## src/design/srsg_pkg.sv

```systemverilog
`default_nettype none
// ----------------------------------------------------------------------------
// srsg_pkg
// Shared types and constants for the stepper ramp step generator: request
// payload structs, configuration register indexes and their reset values.
// ----------------------------------------------------------------------------
package srsg_pkg;

    localparam int unsigned TIME_W   = 32;
    localparam int unsigned POS_W    = 16;
    localparam int unsigned BASE_W   = 15;
    localparam int unsigned RAMP_W   = 12;
    localparam int unsigned DECEL_W  = 15;
    localparam int unsigned PULSE_W  = 16;
    localparam int unsigned CFG_IDX_W  = 2;
    localparam int unsigned CFG_DATA_W = 16;

    // Configuration register indexes
    localparam logic [CFG_IDX_W-1:0] REG_RAMP_DEFAULT   = 2'd0;
    localparam logic [CFG_IDX_W-1:0] REG_DECEL_DISTANCE = 2'd1;
    localparam logic [CFG_IDX_W-1:0] REG_PULSE_WIDTH    = 2'd2;

    // Reset values
    localparam logic [RAMP_W-1:0]  RAMP_DEFAULT_RST   = 12'd1500;
    localparam logic [DECEL_W-1:0] DECEL_DISTANCE_RST = 15'd500;
    localparam logic [PULSE_W-1:0] PULSE_WIDTH_RST    = 16'd100;

    // Ramp shrink per step
    localparam logic [RAMP_W-1:0]  RAMP_SHRINK        = 12'd2;

    typedef struct packed {
        logic [TIME_W-1:0]        now_us;
        logic signed [POS_W-1:0]  target_pos;
        logic [BASE_W-1:0]        base_interval;
    } in_item_t;

    typedef struct packed {
        logic                     step_level;
        logic                     direction;
        logic signed [POS_W-1:0]  position;
        logic                     at_target;
    } out_item_t;

endpackage : srsg_pkg
`default_nettype wire

```

## src/design/stepper_ramp_step_generator.sv

```systemverilog
`default_nettype none
// ----------------------------------------------------------------------------
// stepper_ramp_step_generator
// Single-axis step/direction generator with a linear ramp delay.
// ----------------------------------------------------------------------------
// Each request carries the current microsecond time, a target position and a
// base step interval, and produces exactly one result: step pulse level,
// direction, axis position after the request and an at-target flag. A step is
// taken when the wrapped time since the last step reaches base_interval plus
// the ramp delay; the ramp delay shrinks by two per step while far from the
// target and grows by one up to ramp_default otherwise, and snaps back to
// ramp_default on arrival. Throughput is one request per clock while m_ready
// is high. A request is captured in the input register when accepted,
// evaluated by one pass of compare and add logic as it moves into the
// result register, and shown on m_data from then on. The axis state
// registers update on that same edge, which lets the next request follow.
// Configuration registers are written through cfg_wr_en/cfg_index/cfg_wdata
// and should only change while no request is in flight.
// ----------------------------------------------------------------------------
module stepper_ramp_step_generator (
    input  wire logic                            aclk,
    input  wire logic                            aresetn,
    // Configuration write port
    input  wire logic                            cfg_wr_en,
    input  wire logic [srsg_pkg::CFG_IDX_W-1:0]  cfg_index,
    input  wire logic [srsg_pkg::CFG_DATA_W-1:0] cfg_wdata,
    // Request channel
    input  wire logic                            s_valid,
    output logic                                 s_ready,
    input  wire srsg_pkg::in_item_t              s_data,
    // Result channel
    output logic                                 m_valid,
    input  wire logic                            m_ready,
    output srsg_pkg::out_item_t                  m_data
);
    import srsg_pkg::*;

    // Configuration registers
    logic [RAMP_W-1:0]  ramp_default_reg;
    logic [DECEL_W-1:0] decel_distance_reg;
    logic [PULSE_W-1:0] pulse_width_reg;

    // Axis state
    logic signed [POS_W-1:0] position_reg, position_next;
    logic [TIME_W-1:0]       last_time_reg, last_time_next;
    logic [RAMP_W-1:0]       ramp_reg, ramp_next;
    logic                    pulse_reg, pulse_next;
    logic                    dir_reg, dir_next;

    // Pipeline registers
    logic      in_valid_reg;
    in_item_t  in_data_reg;
    logic      out_valid_reg;
    out_item_t out_data_reg;

    // Step evaluation
    logic [TIME_W-1:0]        elapsed;
    logic [BASE_W:0]          threshold;
    logic                     due;
    logic                     move_down;
    logic                     move_up;
    logic signed [POS_W:0]    remaining;
    logic [RAMP_W-1:0]        ramp_stepped;
    logic                     advance;

    // ------------------------------------------------------------------
    // Handshake: advance the input stage whenever the result slot is free
    // or being drained this cycle.
    // ------------------------------------------------------------------
    assign advance = in_valid_reg && (!out_valid_reg || m_ready);
    assign s_ready = !in_valid_reg || advance;
    assign m_valid = out_valid_reg;
    assign m_data  = out_data_reg;

    // ------------------------------------------------------------------
    // Step rule
    // ------------------------------------------------------------------
    always_comb begin
        elapsed   = in_data_reg.now_us - last_time_reg;
        threshold = {1'b0, in_data_reg.base_interval} + {{(BASE_W+1-RAMP_W){1'b0}}, ramp_reg};
        due       = elapsed >= {{(TIME_W-BASE_W-1){1'b0}}, threshold};
        move_down = in_data_reg.target_pos < position_reg;
        move_up   = in_data_reg.target_pos > position_reg;

        position_next = position_reg;
        last_time_next = last_time_reg;
        ramp_next = ramp_reg;
        pulse_next = pulse_reg;
        dir_next = dir_reg;
        remaining = '0;
        ramp_stepped = ramp_reg;

        if (move_down) begin
            position_next = position_reg - 16'sd1;
            remaining = {position_next[POS_W-1], position_next}
                      - {in_data_reg.target_pos[POS_W-1], in_data_reg.target_pos};
        end else begin
            position_next = position_reg + 16'sd1;
            remaining = {in_data_reg.target_pos[POS_W-1], in_data_reg.target_pos}
                      - {position_next[POS_W-1], position_next};
        end

        // Shrink while far from target, else creep back toward default
        if ((ramp_reg != '0) && (remaining > $signed({2'b00, decel_distance_reg}))) begin
            ramp_stepped = (ramp_reg >= RAMP_SHRINK) ? ramp_reg - RAMP_SHRINK : '0;
        end else if (ramp_reg < ramp_default_reg) begin
            ramp_stepped = ramp_reg + 12'd1;
        end

        if (due) begin
            if (move_down || move_up) begin
                dir_next   = move_down;
                pulse_next = 1'b1;
                ramp_next  = ramp_stepped;
            end else begin
                position_next = position_reg;
            end
            last_time_next = in_data_reg.now_us;
            if (position_next == in_data_reg.target_pos) begin
                ramp_next = ramp_default_reg;
            end
        end else begin
            position_next = position_reg;
            // Drop the pulse once the width has run out
            if (elapsed > {{(TIME_W-PULSE_W){1'b0}}, pulse_width_reg}) begin
                pulse_next = 1'b0;
            end
        end
    end

    // ------------------------------------------------------------------
    // Configuration registers
    // ------------------------------------------------------------------
    always_ff @(posedge aclk) begin
        if (!aresetn) begin
            ramp_default_reg   <= RAMP_DEFAULT_RST;
            decel_distance_reg <= DECEL_DISTANCE_RST;
            pulse_width_reg    <= PULSE_WIDTH_RST;
        end else if (cfg_wr_en) begin
            case (cfg_index)
                REG_RAMP_DEFAULT:   ramp_default_reg   <= cfg_wdata[RAMP_W-1:0];
                REG_DECEL_DISTANCE: decel_distance_reg <= cfg_wdata[DECEL_W-1:0];
                REG_PULSE_WIDTH:    pulse_width_reg    <= cfg_wdata[PULSE_W-1:0];
                default: ;
            endcase
        end
    end

    // ------------------------------------------------------------------
    // Axis state: update together with the result register
    // ------------------------------------------------------------------
    always_ff @(posedge aclk) begin
        if (!aresetn) begin
            position_reg  <= '0;
            last_time_reg <= '0;
            ramp_reg      <= RAMP_DEFAULT_RST;
            pulse_reg     <= 1'b0;
            dir_reg       <= 1'b0;
        end else if (advance) begin
            position_reg  <= position_next;
            last_time_reg <= last_time_next;
            ramp_reg      <= ramp_next;
            pulse_reg     <= pulse_next;
            dir_reg       <= dir_next;
        end
    end

    // ------------------------------------------------------------------
    // Input register: hold the request until it is evaluated
    // ------------------------------------------------------------------
    always_ff @(posedge aclk) begin
        if (!aresetn) begin
            in_valid_reg <= 1'b0;
        end else if (s_ready) begin
            in_valid_reg <= s_valid;
        end
    end

    always_ff @(posedge aclk) begin
        if (s_valid && s_ready) begin
            in_data_reg <= s_data;
        end
    end

    // ------------------------------------------------------------------
    // Result register
    // ------------------------------------------------------------------
    always_ff @(posedge aclk) begin
        if (!aresetn) begin
            out_valid_reg <= 1'b0;
        end else if (advance) begin
            out_valid_reg <= 1'b1;
        end else if (m_ready) begin
            out_valid_reg <= 1'b0;
        end
    end

    always_ff @(posedge aclk) begin
        if (advance) begin
            out_data_reg.step_level <= pulse_next;
            out_data_reg.direction  <= dir_next;
            out_data_reg.position   <= position_next;
            out_data_reg.at_target  <= (position_next == in_data_reg.target_pos);
        end
    end

    // ------------------------------------------------------------------
    // Assertions
    // ------------------------------------------------------------------
    // Position moves by at most one count per request
    assert property (@(posedge aclk) disable iff (!aresetn)
        advance |=> (position_reg == $past(position_reg))
                 || (position_reg == $past(position_reg) + 16'sd1)
                 || (position_reg == $past(position_reg) - 16'sd1))
        else $error("position jumped by more than one step");

    // Arrival on target restores the default ramp delay
    assert property (@(posedge aclk) disable iff (!aresetn)
        (advance && due && (position_next == in_data_reg.target_pos))
            |=> (ramp_reg == $past(ramp_default_reg)))
        else $error("ramp delay not restored at target");

    // A request that is not due leaves position and step time alone
    assert property (@(posedge aclk) disable iff (!aresetn)
        (advance && !due) |=> $stable(position_reg) && $stable(last_time_reg))
        else $error("axis state changed without a due step");

    // A stalled input stage must not take a new request
    assert property (@(posedge aclk) disable iff (!aresetn)
        (in_valid_reg && !advance) |-> !s_ready)
        else $error("request accepted while input stage is stalled");

endmodule : stepper_ramp_step_generator
`default_nettype wire
```

## config.mk

```make
export PLATFORM = sky130hd
export DESIGN_NAME = stepper_ramp_step_generator
export DESIGN_NICKNAME = d
export VERILOG_FILES = /design/src/design/srsg_pkg.sv /design/src/design/stepper_ramp_step_generator.sv
export SDC_FILE = /design/constraint.sdc
export NUM_CORES = 1
export LEC_CHECK = 0
export BUFFER_PORTS_ARGS = -buffer_cell sky130_fd_sc_hd__buf_2
export CORE_ASPECT_RATIO = 0.9
export CORE_MARGIN = 5
export CORE_UTILIZATION = 30
export CTS_CLUSTER_DIAMETER = 100
export DETAILED_ROUTE_END_ITERATION = 10
export SKIP_CTS_REPAIR_TIMING = 1
export SYNTH_ARGS = -nofsm -noshare
export SYNTH_HDL_FRONTEND = slang
export SYNTH_SLANG_ARGS = --single-unit
```

## constraint.sdc

```tcl
create_clock -name aclk -period 8.6 [get_ports aclk]
set_clock_uncertainty 0.05 [all_clocks]
set_input_delay 1.29 -clock aclk [delete_from_list [all_inputs] [get_ports aclk]]
set_output_delay 1.29 -clock aclk [all_outputs]
set_load 0.05 [all_outputs]
```

# After elaboration in Yosys (flattened, before gate mapping)
# Index checks and enable logic that the tools add are counted.
# Widths: inputs -> output; s select.
# totals
regBits	189
wordCells	71
output_inout_bits	21
in_bits	86
# classes
n_mux	17
eq_ne	4
n_lt_le_gt_ge	7
reduce_logical	18
n_addsub	8
# op_table
cell	n
$mux 16	4
$mux 12	5
$sub 16x16->17	2
$eq 16x16->1	2
$ge 32x16->1	1
$gt 32x16->1	1
$sub 32x32->32	1
$gt 17x16->1	1
$mux 17	1
$add 15x12->16	1
$add 16x2->16 const B	1
$gt 16x16->1	1
$lt 16x16->1	1
$sub 16x2->16 const B	1
$add 12x1->12 const B	1
$ge 12x2->1 const B	1
$lt 12x12->1	1
$reduce_bool 12->1	1
$sub 12x2->12 const B	1
$reduce_and 2->1	4
$mux 1	7
$reduce_and 4->1	1
$reduce_bool 2->1	2
$logic_and 1x1->1	3
6 further kinds	9

# Longest topological paths before layout
# Gate-level depths: netlist of the first run.
# depth
ltp_word	8
depth_mapped	33
mapped_depth_nobuf	30

# Least setup slack after synthesis of the first run
# OpenSTA, ideal clock, no wires.
# synth_path
path_kind	reg2reg
start	register position_reg[0]
end	register ramp_reg[10]
setup_time_ps	122
path_slack_ps	2326
n_path_buf	3
arrival_ps	6102
stages_incl_launch_ff	33
required_ps	8428
path_cell_list	dfxtp_1 inv_1 ha_1 or3b_1 or3_1 clkbuf_1 or3_1 xnor2_1 ha_1 nand2_1 o311ai_0 nor2_1 nor2b_1 o21ai_0 nand2b_1 a21o_1 a21oi_1 xor2_1 o21ai_0 ha_1 and3_1 nand3_1 nor3_1 nand3_1 o21ai_0 a21oi_1 o32ai_1 clkbuf_1 buf_1 nand2_1 o211ai_1 o21ai_0 a221o_1
# synth_via
elab_chain_len	8
elab_cells_between_ends	20
cone_classes	4 x add/sub; 3 x order compare; 1 x eq/ne; 7 x mux; 5 x reduce/logical
# synth_lines
element	line	rtl
start, declared	stepper_ramp_step_generator.sv:44	logic signed [POS_W-1:0] position_reg, position_next;
start signal, assigned	stepper_ramp_step_generator.sv:160	position_reg <= position_next;
$add 16x2->16 or $sub 16x2->16 (tied branches)	stepper_ramp_step_generator.sv:98, stepper_ramp_step_generator.sv:94	
$sub 16x16->17, on equally long branches	stepper_ramp_step_generator.sv:100, stepper_ramp_step_generator.sv:96	
$mux 17	stepper_ramp_step_generator.sv:93	if (move_down) begin
$gt 17x16->1	stepper_ramp_step_generator.sv:104	if ((ramp_reg != '0) && (remaining > $signed({2'b00, decel_distance_reg}))) begin
$logic_and 1x1->1	stepper_ramp_step_generator.sv:104	
$mux 12	stepper_ramp_step_generator.sv:104	
$mux 12	stepper_ramp_step_generator.sv:111	if (move_down || move_up) begin
$mux 12	stepper_ramp_step_generator.sv:119	if (position_next == in_data_reg.target_pos) begin
end signal, assigned	stepper_ramp_step_generator.sv:162	ramp_reg <= ramp_next;
end, declared	stepper_ramp_step_generator.sv:46	logic [RAMP_W-1:0] ramp_reg, ramp_next;
# Parallel ways exist; a longest one is shown, timed or not. The select of a mux whose other input is x is not followed.
# A chain may end at the register's enable or synchronous reset.

# Final worst setup path of the first run
# layout_path
start	register ramp_reg[0]
end	register out_data_reg (netlist bit m_data[0]), data pin
# layout_via
elab_chain_len	4
# layout_lines
element	line	rtl
$add 15x12->16	stepper_ramp_step_generator.sv:80	threshold = {1'b0, in_data_reg.base_interval} + {{(BASE_W+1-RAMP_W){1'b0}}, ramp_reg};
$ge 32x16->1	stepper_ramp_step_generator.sv:81	due = elapsed >= {{(TIME_W-BASE_W-1){1'b0}}, threshold};
$mux 16	stepper_ramp_step_generator.sv:110	if (due) begin
$eq 16x16->1	stepper_ramp_step_generator.sv:203	out_data_reg.at_target <= (position_next == in_data_reg.target_pos);
end, declared	stepper_ramp_step_generator.sv:54	out_item_t out_data_reg;
# No other way between the ends.

==> summary.txt, run 1 <==
Outcome
  – Status: completed

Synthesis
  – Largest area contributor in the netlist: edfxtp_1
  – Syn nets: 2079
  – Yosys warning count: 0
  – Synthesized flop and latch total: 189
  – Sequential fraction of the synthesis area: 30.44%
  – Netlist Area Pre-Place: around 15000 um^2
  – Ys flop type: dfxtp_1
  – Area contributors post-synth: edfxtp_1 16%, dfxtp_1 14%, ha_1 13%
  – Distinct cells, synth: 95
  – Area fraction of the dominant cell type after synthesis: 16.28%
  – Post-Syn Instances: 1833
  – FFs w/ async S/R, synth: 0%
  – Number of flops mapped to enable cells by yosys: between 80 and 90
  – Mean area per synthesized cell: 8.251 um^2

Worst hold path
  – Start point of the worst min-delay path: last_time_reg[4]
  – WHS Endpoint: last_time_reg[4]
  – Hold path depth: 2
  – Hold/Removal Path Class: flip-flop to flip-flop

Clock network
  – CTS Sinks: 189
  – Max Root-Sink Buffers: 2
  – H-tree levels: 4
  – Clock slew at reported path FFs: about 90 ps
  – Cts bufs inserted: 17
  – Clock insertion delay at the later pin of the skew report: 470 ps
  – Clock root cell: clkbuf_16
  – TritonCTS clock tree: built

STA
  – Max-slew violation count: 0
  – Post-layout min period: 7066 ps
  – Worst Tran Pin Value: 1191 ps
  – Setup TNS: 0 ps
  – Final setup fails: 0
  – Final hold vios: 0
  – Period utilisation layout: 82.16%
  – Fmax: 0.1415 GHz
  – Slew Limit Headroom: 20.45%
  – RSZ-0062 raised after global routing: no

Drt
  – Vias per inst: approximately 5.3
  – Total Wirelength: 48730 um
  – DRC viols: 0
  – Iteration-0 DRC Markers: 1340
  – First-pass detailed-route iteration total: 5
  – Routed len/inst: 18.78 um
  – Via count: 13682
  – Detail Route Antenna Nets: 0

Floorplan
  – Die Y: 223.0 um
  – Die area: 55010 um^2
  – # IOs: 107
  – Initial Util: 30.15%
  – Die W: 246.7 um
  – Core area: 50160 um^2
  – Core Rows: 78

Placed design
  – Detailed Place HPWL: between 30000 and 40000 um
  – RD Place Congestion: 0.9712
  – Area after DPL: 16350 um^2
  – # port buffers: 106

Critical path
  – Worst setup EP type: flip-flop
  – Worst Path Buf+Inv: 0
  – CP max-delay cell: nor4_2
  – Arrival time worst endpoint: 7270 ps
  – R2r startpoint: ramp_reg[0]
  – Worst path top cell family by delay: compound AO/OA/AOI/OAI gates
  – Worst-path maximum fanout: 7
  – R2r endpoint: m_data[0]
  – CP Class: flip-flop to flip-flop
  – Reg2Reg Depth: 26
  – Critical path's most frequent cell: a21oi_1
  – Required time worst endpoint: 8810 ps
  – Crit start category: flip-flop
  – Crit-path max cell delay: 840 ps
  – R2r setup slk: 1530 ps

Finish
  – Fin area: 16950 um^2
  – Syn-to-layout area delta: 12.04%
  – Final net count: between 2000 and 2500
  – Antenna diodes: 0
  – Layout cells sized above 1: 10.34%
  – Max reg flops: 63
  – Finished Core Util: 33.78%

Job
  – MaxCap Viol Count: 0

GRT
  – Initial antenna violation count: 0
  – Gr usage total: 17.41%
  – Grt ovf: 0
  – Largest net degree at the start of global routing: just over 70
  – First-pass GRT wire length: between 70000 and 80000 um
  – Vias in the first global route: 13164

Power
  – Peak VDD IR: 175.8 uV
  – Pwr/cell area: 195.5 nW/um^2
  – Pleak: 6.615 nW
## cell usage after synthesis (11+ instances only)
cell / n
ha_1: 156
clkbuf_1: 47
a211oi_1: 12
nor3_1: 39
inv_1: 138
nand2_1: 269
nor2_1: 108
or3_1: 17
o21a_1: 16
o211ai_1: 35
o21bai_1: 19
o21ai_0: 72
nand2b_1: 23
edfxtp_1: 82
buf_2: 11
dfxtp_1: 107
nand3_1: 34
xor2_1: 29
and3_1: 16
nor2b_1: 19
nand4_1: 28
a21o_1: 31
a21oi_1: 191
mux2i_1: 20
xnor2_1: 97
nor4_1: 12
## per-stage QoR
stage / worst slack [ps] / std cells / hold WS [ps] / power (mW)
after floorplan: 2326 / 1833 / 386.3 / 2.120
after global placement: 1853 / 2563 / 391.8 / 2.472
after detailed placement: 1676 / 2563 / 397.0 / 2.493
after CTS: 1679 / 2595 / 408.0 / 3.331
after global routing: 1069 / 2595 / 421.4 / 3.536
final: 1534 / 2595 / 405.7 / 3.313
## power by group
group	internal, mW	leakage, nW	total (mW)	switching (mW)
sequential	1.00	1.67	1.07	0.0696
combinational	0.568	4.66	1.42	0.853
clock	0.391	0.284	0.823	0.432
total	1.96	6.62	3.31	1.35
## layout by cell type, fill, tap and decap left out, types with 16 or more instances in the layout
master,count
a21o_1,31
a21oi_1,191
and3_1,16
buf_2,106
buf_4,16
clkbuf_16,17
dfxtp_1,107
edfxtp_1,82
ha_1,156
inv_1,137
mux2i_1,20
nand2_1,269
nand2b_1,23
nand3_1,34
nand4_1,28
nor2_1,107
nor2b_1,17
nor3_1,39
o211ai_1,35
o21a_1,16
o21ai_0,72
o21bai_1,19
or3_1,17
xnor2_1,97
xor2_1,29
## worst min-delay path, stage by stage (launching register included)
cell and delay (ps):
dfxtp_1 310, nand2_1 50, a21oi_1 50
## final cells by class
| cell class | count | area, um^2 |
|---|---|---|
| fill | 5298 | 33220 |
| multi-input combinational | 1431 | 9714 |
| sequential | 189 | 4604 |
| tap | 680 | 850.8 |
| timing repair buffer | 122 | 650.6 |
| inverter | 141 | 529.3 |
| clock buffer | 17 | 425.4 |
| clock inverter | 15 | 170.2 |
## metal layers
layer | wire (um) | global-route usage (%) | share of wire (%) | vias up
li1 | - | - | - | 6718
met1 | 22870 | 24.21 | 47 | 6542
met2 | 22470 | 28.19 | 46 | 371
met3 | 2494 | 3.091 | 5.1 | 51
met4 | 892 | 4.085 | 1.8 | 0
met5 | 0 | 0 | 0 | -
## kinds of logic after synthesis
kind of cell	count (synthesis)	share of synthesized area, %
AND/OR/NAND/NOR	619	19.76
AO/OA/AOI/OAI	493	20.94
buffers and inverters	213	5.510
flip-flops	189	30.44
adder cells (fa/ha/maj)	160	13.43
XOR/XNOR	130	7.851
multiplexers	29	2.068
## worst max-delay path by stage
| stage | depth (start not counted) | end | from |
|---|---|---|---|
| after floorplan | 32 | ramp_reg[10] | position_reg[0] |
| after global placement | 31 | ramp_reg[8] | position_reg[0] |
| after detailed placement | 26 | m_data[0] | ramp_reg[0] |
| after CTS | 26 | m_data[0] | ramp_reg[0] |
| after global routing | 26 | m_data[0] | ramp_reg[0] |
| final | 26 | m_data[0] | ramp_reg[0] |
Note: power is estimated with default switching activity, not from simulation.
==> run 2, diff against run 1 <==
==> constraint.sdc (replaced) <==
create_clock -name aclk -period 6.84 [get_ports aclk]
set_clock_uncertainty 0.05 [all_clocks]
set_input_delay 1.026 -clock aclk [delete_from_list [all_inputs] [get_ports aclk]]
set_output_delay 1.026 -clock aclk [all_outputs]
set_load 0.05 [all_outputs]
==> summary.txt, run 2 (same netlist as run 1, synthesis figures left out) <==
Outcome
  – Status: completed

Power
  – Pwr/cell area: 248.3 nW/um^2
  – Peak VDD IR: 228.4 uV
  – Pleak: 6.794 nW
  – Total Power: 4.293 mW

Worst hold path
  – Hold/Removal Path Class: flip-flop to flip-flop

Finish
  – Layout cells sized above 1: about 12%
  – Final net count: 2177
  – Fillers: 5301
  – Fin area: between 15000 and 20000 um^2
  – Syn-to-layout area delta: 14.30%
  – Antenna diodes: 0
  – Max reg flops: 63
  – Most frequent cells in the layout: 269 x nand2_1, 187 x a21oi_1, 156 x ha_1
  – Finished Core Util: between 30 and 40%
  – Commonest non-fill, non-tap cell in the layout: nand2_1

STA
  – Worst Tran Pin Value: 1179 ps
  – Slew Limit Headroom: around a fifth
  – Fmax: 0.1560 GHz
  – Final hold vios: 0
  – Setup WS post-layout: 427.7 ps
  – Final setup fails: 0
  – Hold Slack: slightly above 400 ps
  – Max-slew violation count: 0
  – Period utilisation layout: 93.75%
  – Post-layout min period: 6412 ps

Critical path
  – CP Class: flip-flop to flip-flop
  – Required time worst endpoint: 7090 ps
  – Arrival time worst endpoint: roughly 6700 ps
  – Crit start category: flip-flop
  – Worst setup EP type: flip-flop
  – CP max-delay cell: fa_1
  – Worst-path maximum fanout: 12
  – Crit-path max cell delay: roughly 410 ps

Drt
  – DRC viols: 0
  – Vias per inst: about 5.2
  – Detail Route Antenna Nets: 0
  – Via count: 13770
  – Routed len/inst: ~19 um
  – Total Wirelength: around 50000 um
  – First-pass detailed-route iteration total: 6
  – Iteration-0 DRC Markers: 1093

GRT
  – First-pass GRT wire length: 76290 um
  – Initial antenna violation count: 1
  – Largest net degree at the start of global routing: 83
  – Grt ovf: 0
  – Vias in the first global route: roughly 13000
  – Gr usage total: 17.92%

Clock network
  – Clock root cell: clkbuf_16
  – Max Root-Sink Buffers: 2
  – TritonCTS clock tree: built
  – Clock slew at reported path FFs: 80 ps
  – Cts bufs inserted: 17
  – CTS Sinks: 189
  – H-tree levels: 4
  – Clock insertion delay at the later pin of the skew report: 500 ps

Floorplan
  – Die Y: 223.0 um
  – Die area: 55010 um^2
  – Die W: ~250 um
  – # IOs: roughly 110
  – Core area: 50160 um^2
  – Initial Util: 30.15%
  – Core Rows: 78

Placed design
  – Post-Place Setup Slack: 59.89 ps
  – # port buffers: 106
  – RD Place Congestion: roughly 0.97
  – Detailed Place HPWL: 38900 um
  – Area after DPL: 16560 um^2

Job
  – MaxCap Viol Count: 0
==> run 2: cell type report <==
class / instances / area [um^2] / share of cell area [%]
Sequential cell: 189 / 4604 / 26.64
Tap cell: 680 / 850.8 / 4.922
Multi-Input combinational cell: 1431 / 9776 / 56.55
Timing Repair Buffer: 151 / 898.4 / 5.197
Clock buffer: 17 / 425.4 / 2.461
Clock inverter: 15 / 202.7 / 1.173
Inverter: 141 / 529.3 / 3.062
==> run 2: power breakdown <==
group	internal [mW]	switching, mW
logic	0.781	1.11
registers	1.26	0.0779
clock network	0.503	0.559
==> run 2: final timing paths <==
| path | start | end | slack (ps) | depth (start not counted) |
|---|---|---|---|---|
| max | ramp_reg[0] | m_data[0] | 430 | 28 |
| min | last_time_reg[2] | last_time_reg[2] | 410 | 2 |
| max reg2reg | ramp_reg[0] | m_data[0] | 430 | 28 |
| min reg2reg | last_time_reg[2] | last_time_reg[2] | 410 | 2 |
==> run 2: per-stage QoR <==
step,setup TNS (ps),std cells
detailed placement,0,2590
CTS,0,2622
finish,0,2624
global route,-8.682,2624
global placement,0,2590
floorplan,0,1833
==> run 2: per-layer routing <==
metal  GRT usage [%]  vias up  routed length (um)
met5               0        -                   0
met4           6.064        0                1260
met3           4.540       88                3122
met2           28.53      395               22610
met1           23.75     6515               23010
li1                -     6772                   -
==> run 2: critical path, delay by kind of cell (launching register included) <==
family,cells,cell delay (ps)
AND/OR/NAND/NOR,6,1260
buffers and inverters,1,210
XOR/XNOR,1,170
AO/OA/AOI/OAI,17,3190
flip-flops,1,390
adder cells (fa/ha/maj),3,940
==> run 3, diff against run 2 <==
--- a/config.mk
+++ b/config.mk
@@ -5,6 +5,7 @@
 export SDC_FILE = /design/constraint.sdc
 export NUM_CORES = 1
 export LEC_CHECK = 0
+export ABC_AREA = 1
 export BUFFER_PORTS_ARGS = -buffer_cell sky130_fd_sc_hd__buf_2
 export CORE_ASPECT_RATIO = 0.9
 export CORE_MARGIN = 5
==> summary.txt, run 3 <==
Floorplan
  – Initial Util: 30.42%
  – Die area: 57420 um^2
  – Core area: roughly 52000 um^2
  – # IOs: 107
  – Die Y: 227.8 um
  – Core Rows: 79
  – Die W: 252.0 um

STA
  – Worst Tran Pin Value: 1003 ps
  – Final setup fails: 0
  – Slew Limit Headroom: around 33%
  – Max-slew violation count: 0
  – Fmax: 0.1760 GHz
  – Setup WS post-layout: roughly 1200 ps
  – Post-layout min period: ~5700 ps
  – Setup TNS: 0 ps
  – RSZ-0062 raised after global routing: no
  – Final hold vios: 0
  – Period utilisation layout: 83.05%

Clock network
  – TritonCTS clock tree: built
  – Clock slew at reported path FFs: 80 ps
  – Clock insertion delay at the later pin of the skew report: 490 ps
  – CTS Sinks: around 190
  – Max Root-Sink Buffers: 2
  – Cts bufs inserted: 17
  – H-tree levels: 4
  – Clock root cell: clkbuf_16

Drt
  – Vias per inst: 4.756
  – First-pass detailed-route iteration total: 5
  – Iteration-0 DRC Markers: 1213
  – Total Wirelength: 47630 um
  – DRC viols: 0
  – Routed len/inst: between 15 and 20 um
  – Detail Route Antenna Nets: 0
  – Via count: 14753

Critical path
  – Crit-path max cell delay: 430 ps
  – Critical path's most frequent cell: nand2_1
  – CP max-delay cell: dfxtp_1
  – Arrival time worst endpoint: 6070 ps
  – Required time worst endpoint: between 7000 and 8000 ps
  – CP Class: flip-flop to flip-flop
  – Crit start category: flip-flop
  – Worst setup EP type: flip-flop
  – Worst-path maximum fanout: 15

Synthesis
  – FFs w/ async S/R, synth: 0%
  – Netlist Area Pre-Place: between 15000 and 20000 um^2
  – Post-synth top cells: 657 x nand2_1, 365 x inv_1, 170 x a21oi_1
  – Area fraction of the dominant cell type after synthesis: 15.59%
  – Post-Syn Instances: 2319
  – Syn nets: 2565
  – Mean area per synthesized cell: 6.820 um^2
  – Yosys warning count: 0
  – Ys flop type: dfxtp_1
  – Synthesized flop and latch total: 189
  – Sequential fraction of the synthesis area: 29.11%
  – Largest area contributor in the netlist: nand2_1
  – Number of flops mapped to enable cells by yosys: around 80
  – Distinct cells, synth: between 50 and 60
  – Count leader, synth: nand2_1
  – Area contributors post-synth: nand2_1 16%, edfxtp_1 16%, dfxtp_1 14%

Job
  – MaxCap Viol Count: 0

GRT
  – Grt ovf: 0
  – GR Layer Usage met1: between 20 and 25%
  – Initial antenna violation count: 0
  – M2 GR Usage: between 20 and 30%
  – GRT met3 Usage: roughly 3%
  – Gr usage total: 16.52%
  – Vias in the first global route: roughly 14000
  – GR peak layer: met2
  – Largest net degree at the start of global routing: 74
  – First-pass GRT wire length: 75560 um

Finish
  – Final net count: 2647
  – Antenna diodes: 0
  – Max reg flops: between 60 and 70
  – Commonest non-fill, non-tap cell in the layout: nand2_1
  – Layout cells sized above 1: 8.492%
  – Fillers: between 5000 and 6000
  – Syn-to-layout area delta: 11.16%
  – FF/Latch Area: 4604 um^2
  – Area of the multi-input gates: 9493 um^2
  – Most frequent cells in the layout: 657 x nand2_1, 364 x inv_1, 170 x a21oi_1

Power
  – Peak VDD IR: between 200 and 250 uV
  – Total Power: 4.297 mW
  – Pleak: 8.739 nW
  – Pwr/cell area: 244.4 nW/um^2

Placed design
  – Detailed Place HPWL: 38060 um
  – Post-Place Setup Slack: 1318 ps
  – RD Place Congestion: ~0.9
  – # port buffers: ~110

Worst hold path
  – Hold/Removal Path Class: flip-flop to flip-flop

Outcome
  – Status: completed
==> run 3: metal layers <==
layer  up-vias  routed length [um]
li1       7712                   -
met1      6587               22740
met2       390               21070
met3        64                2657
met4         0                1164
met5         -                   0
==> run 3: stage by stage <==
stage          hold slack [ps]  util [%]  instance area, um^2  cells
2_1_floorplan            385.3         -                15820   2319
3_3_place_gp             399.0     32.70                17000   3070
3_5_place_dp             404.4     32.70                17000   3070
4_1_cts                  414.0     33.82                17580   3102
5_1_grt                  428.8     33.82                17580   3102
6_report                 411.7     33.82                17580   3102
==> run 3: power breakdown <==
part	switching [mW]	internal (mW)
sequential	0.0880	1.27
combinational	1.24	0.675
clock	0.509	0.518
==> run 3: worst paths after layout <==
check,from,end,slack [ps],cells after the start
hold / removal,last_time_reg[9],last_time_reg[9],410,2
setup reg to reg,position_reg[0],ramp_reg[8],1160,36
hold reg to reg,last_time_reg[9],last_time_reg[9],410,2
setup / recovery,position_reg[0],ramp_reg[8],1160,36
==> run 3: cell families after synthesis <==
kind of cell / share of synthesized area (%)
compound gates: 13.28
xor+xnor: 4.596
fa+ha+maj: 12.85
buf+inv: 10.87
flops: 29.11
mux: 0.1899
simple gates: 29.10
==> run 3: critical path, delay by kind of cell (launching register included) <==
family / cells / cell delay, ps
AO/OA/AOI/OAI: 5 / 990
XOR/XNOR: 1 / 230
adder cells (fa/ha/maj): 3 / 830
buffers and inverters: 8 / 980
flip-flops: 1 / 430
AND/OR/NAND/NOR: 19 / 2100
==> run 3: cell type report <==
cell class	instances	area share [%]
Inverter	385	8.219
Tap cell	688	4.896
Multi-Input combinational cell	1693	53.99
Clock inverter	13	0.8397
Sequential cell	189	26.19
Clock buffer	19	2.462
Timing Repair Buffer	115	3.402
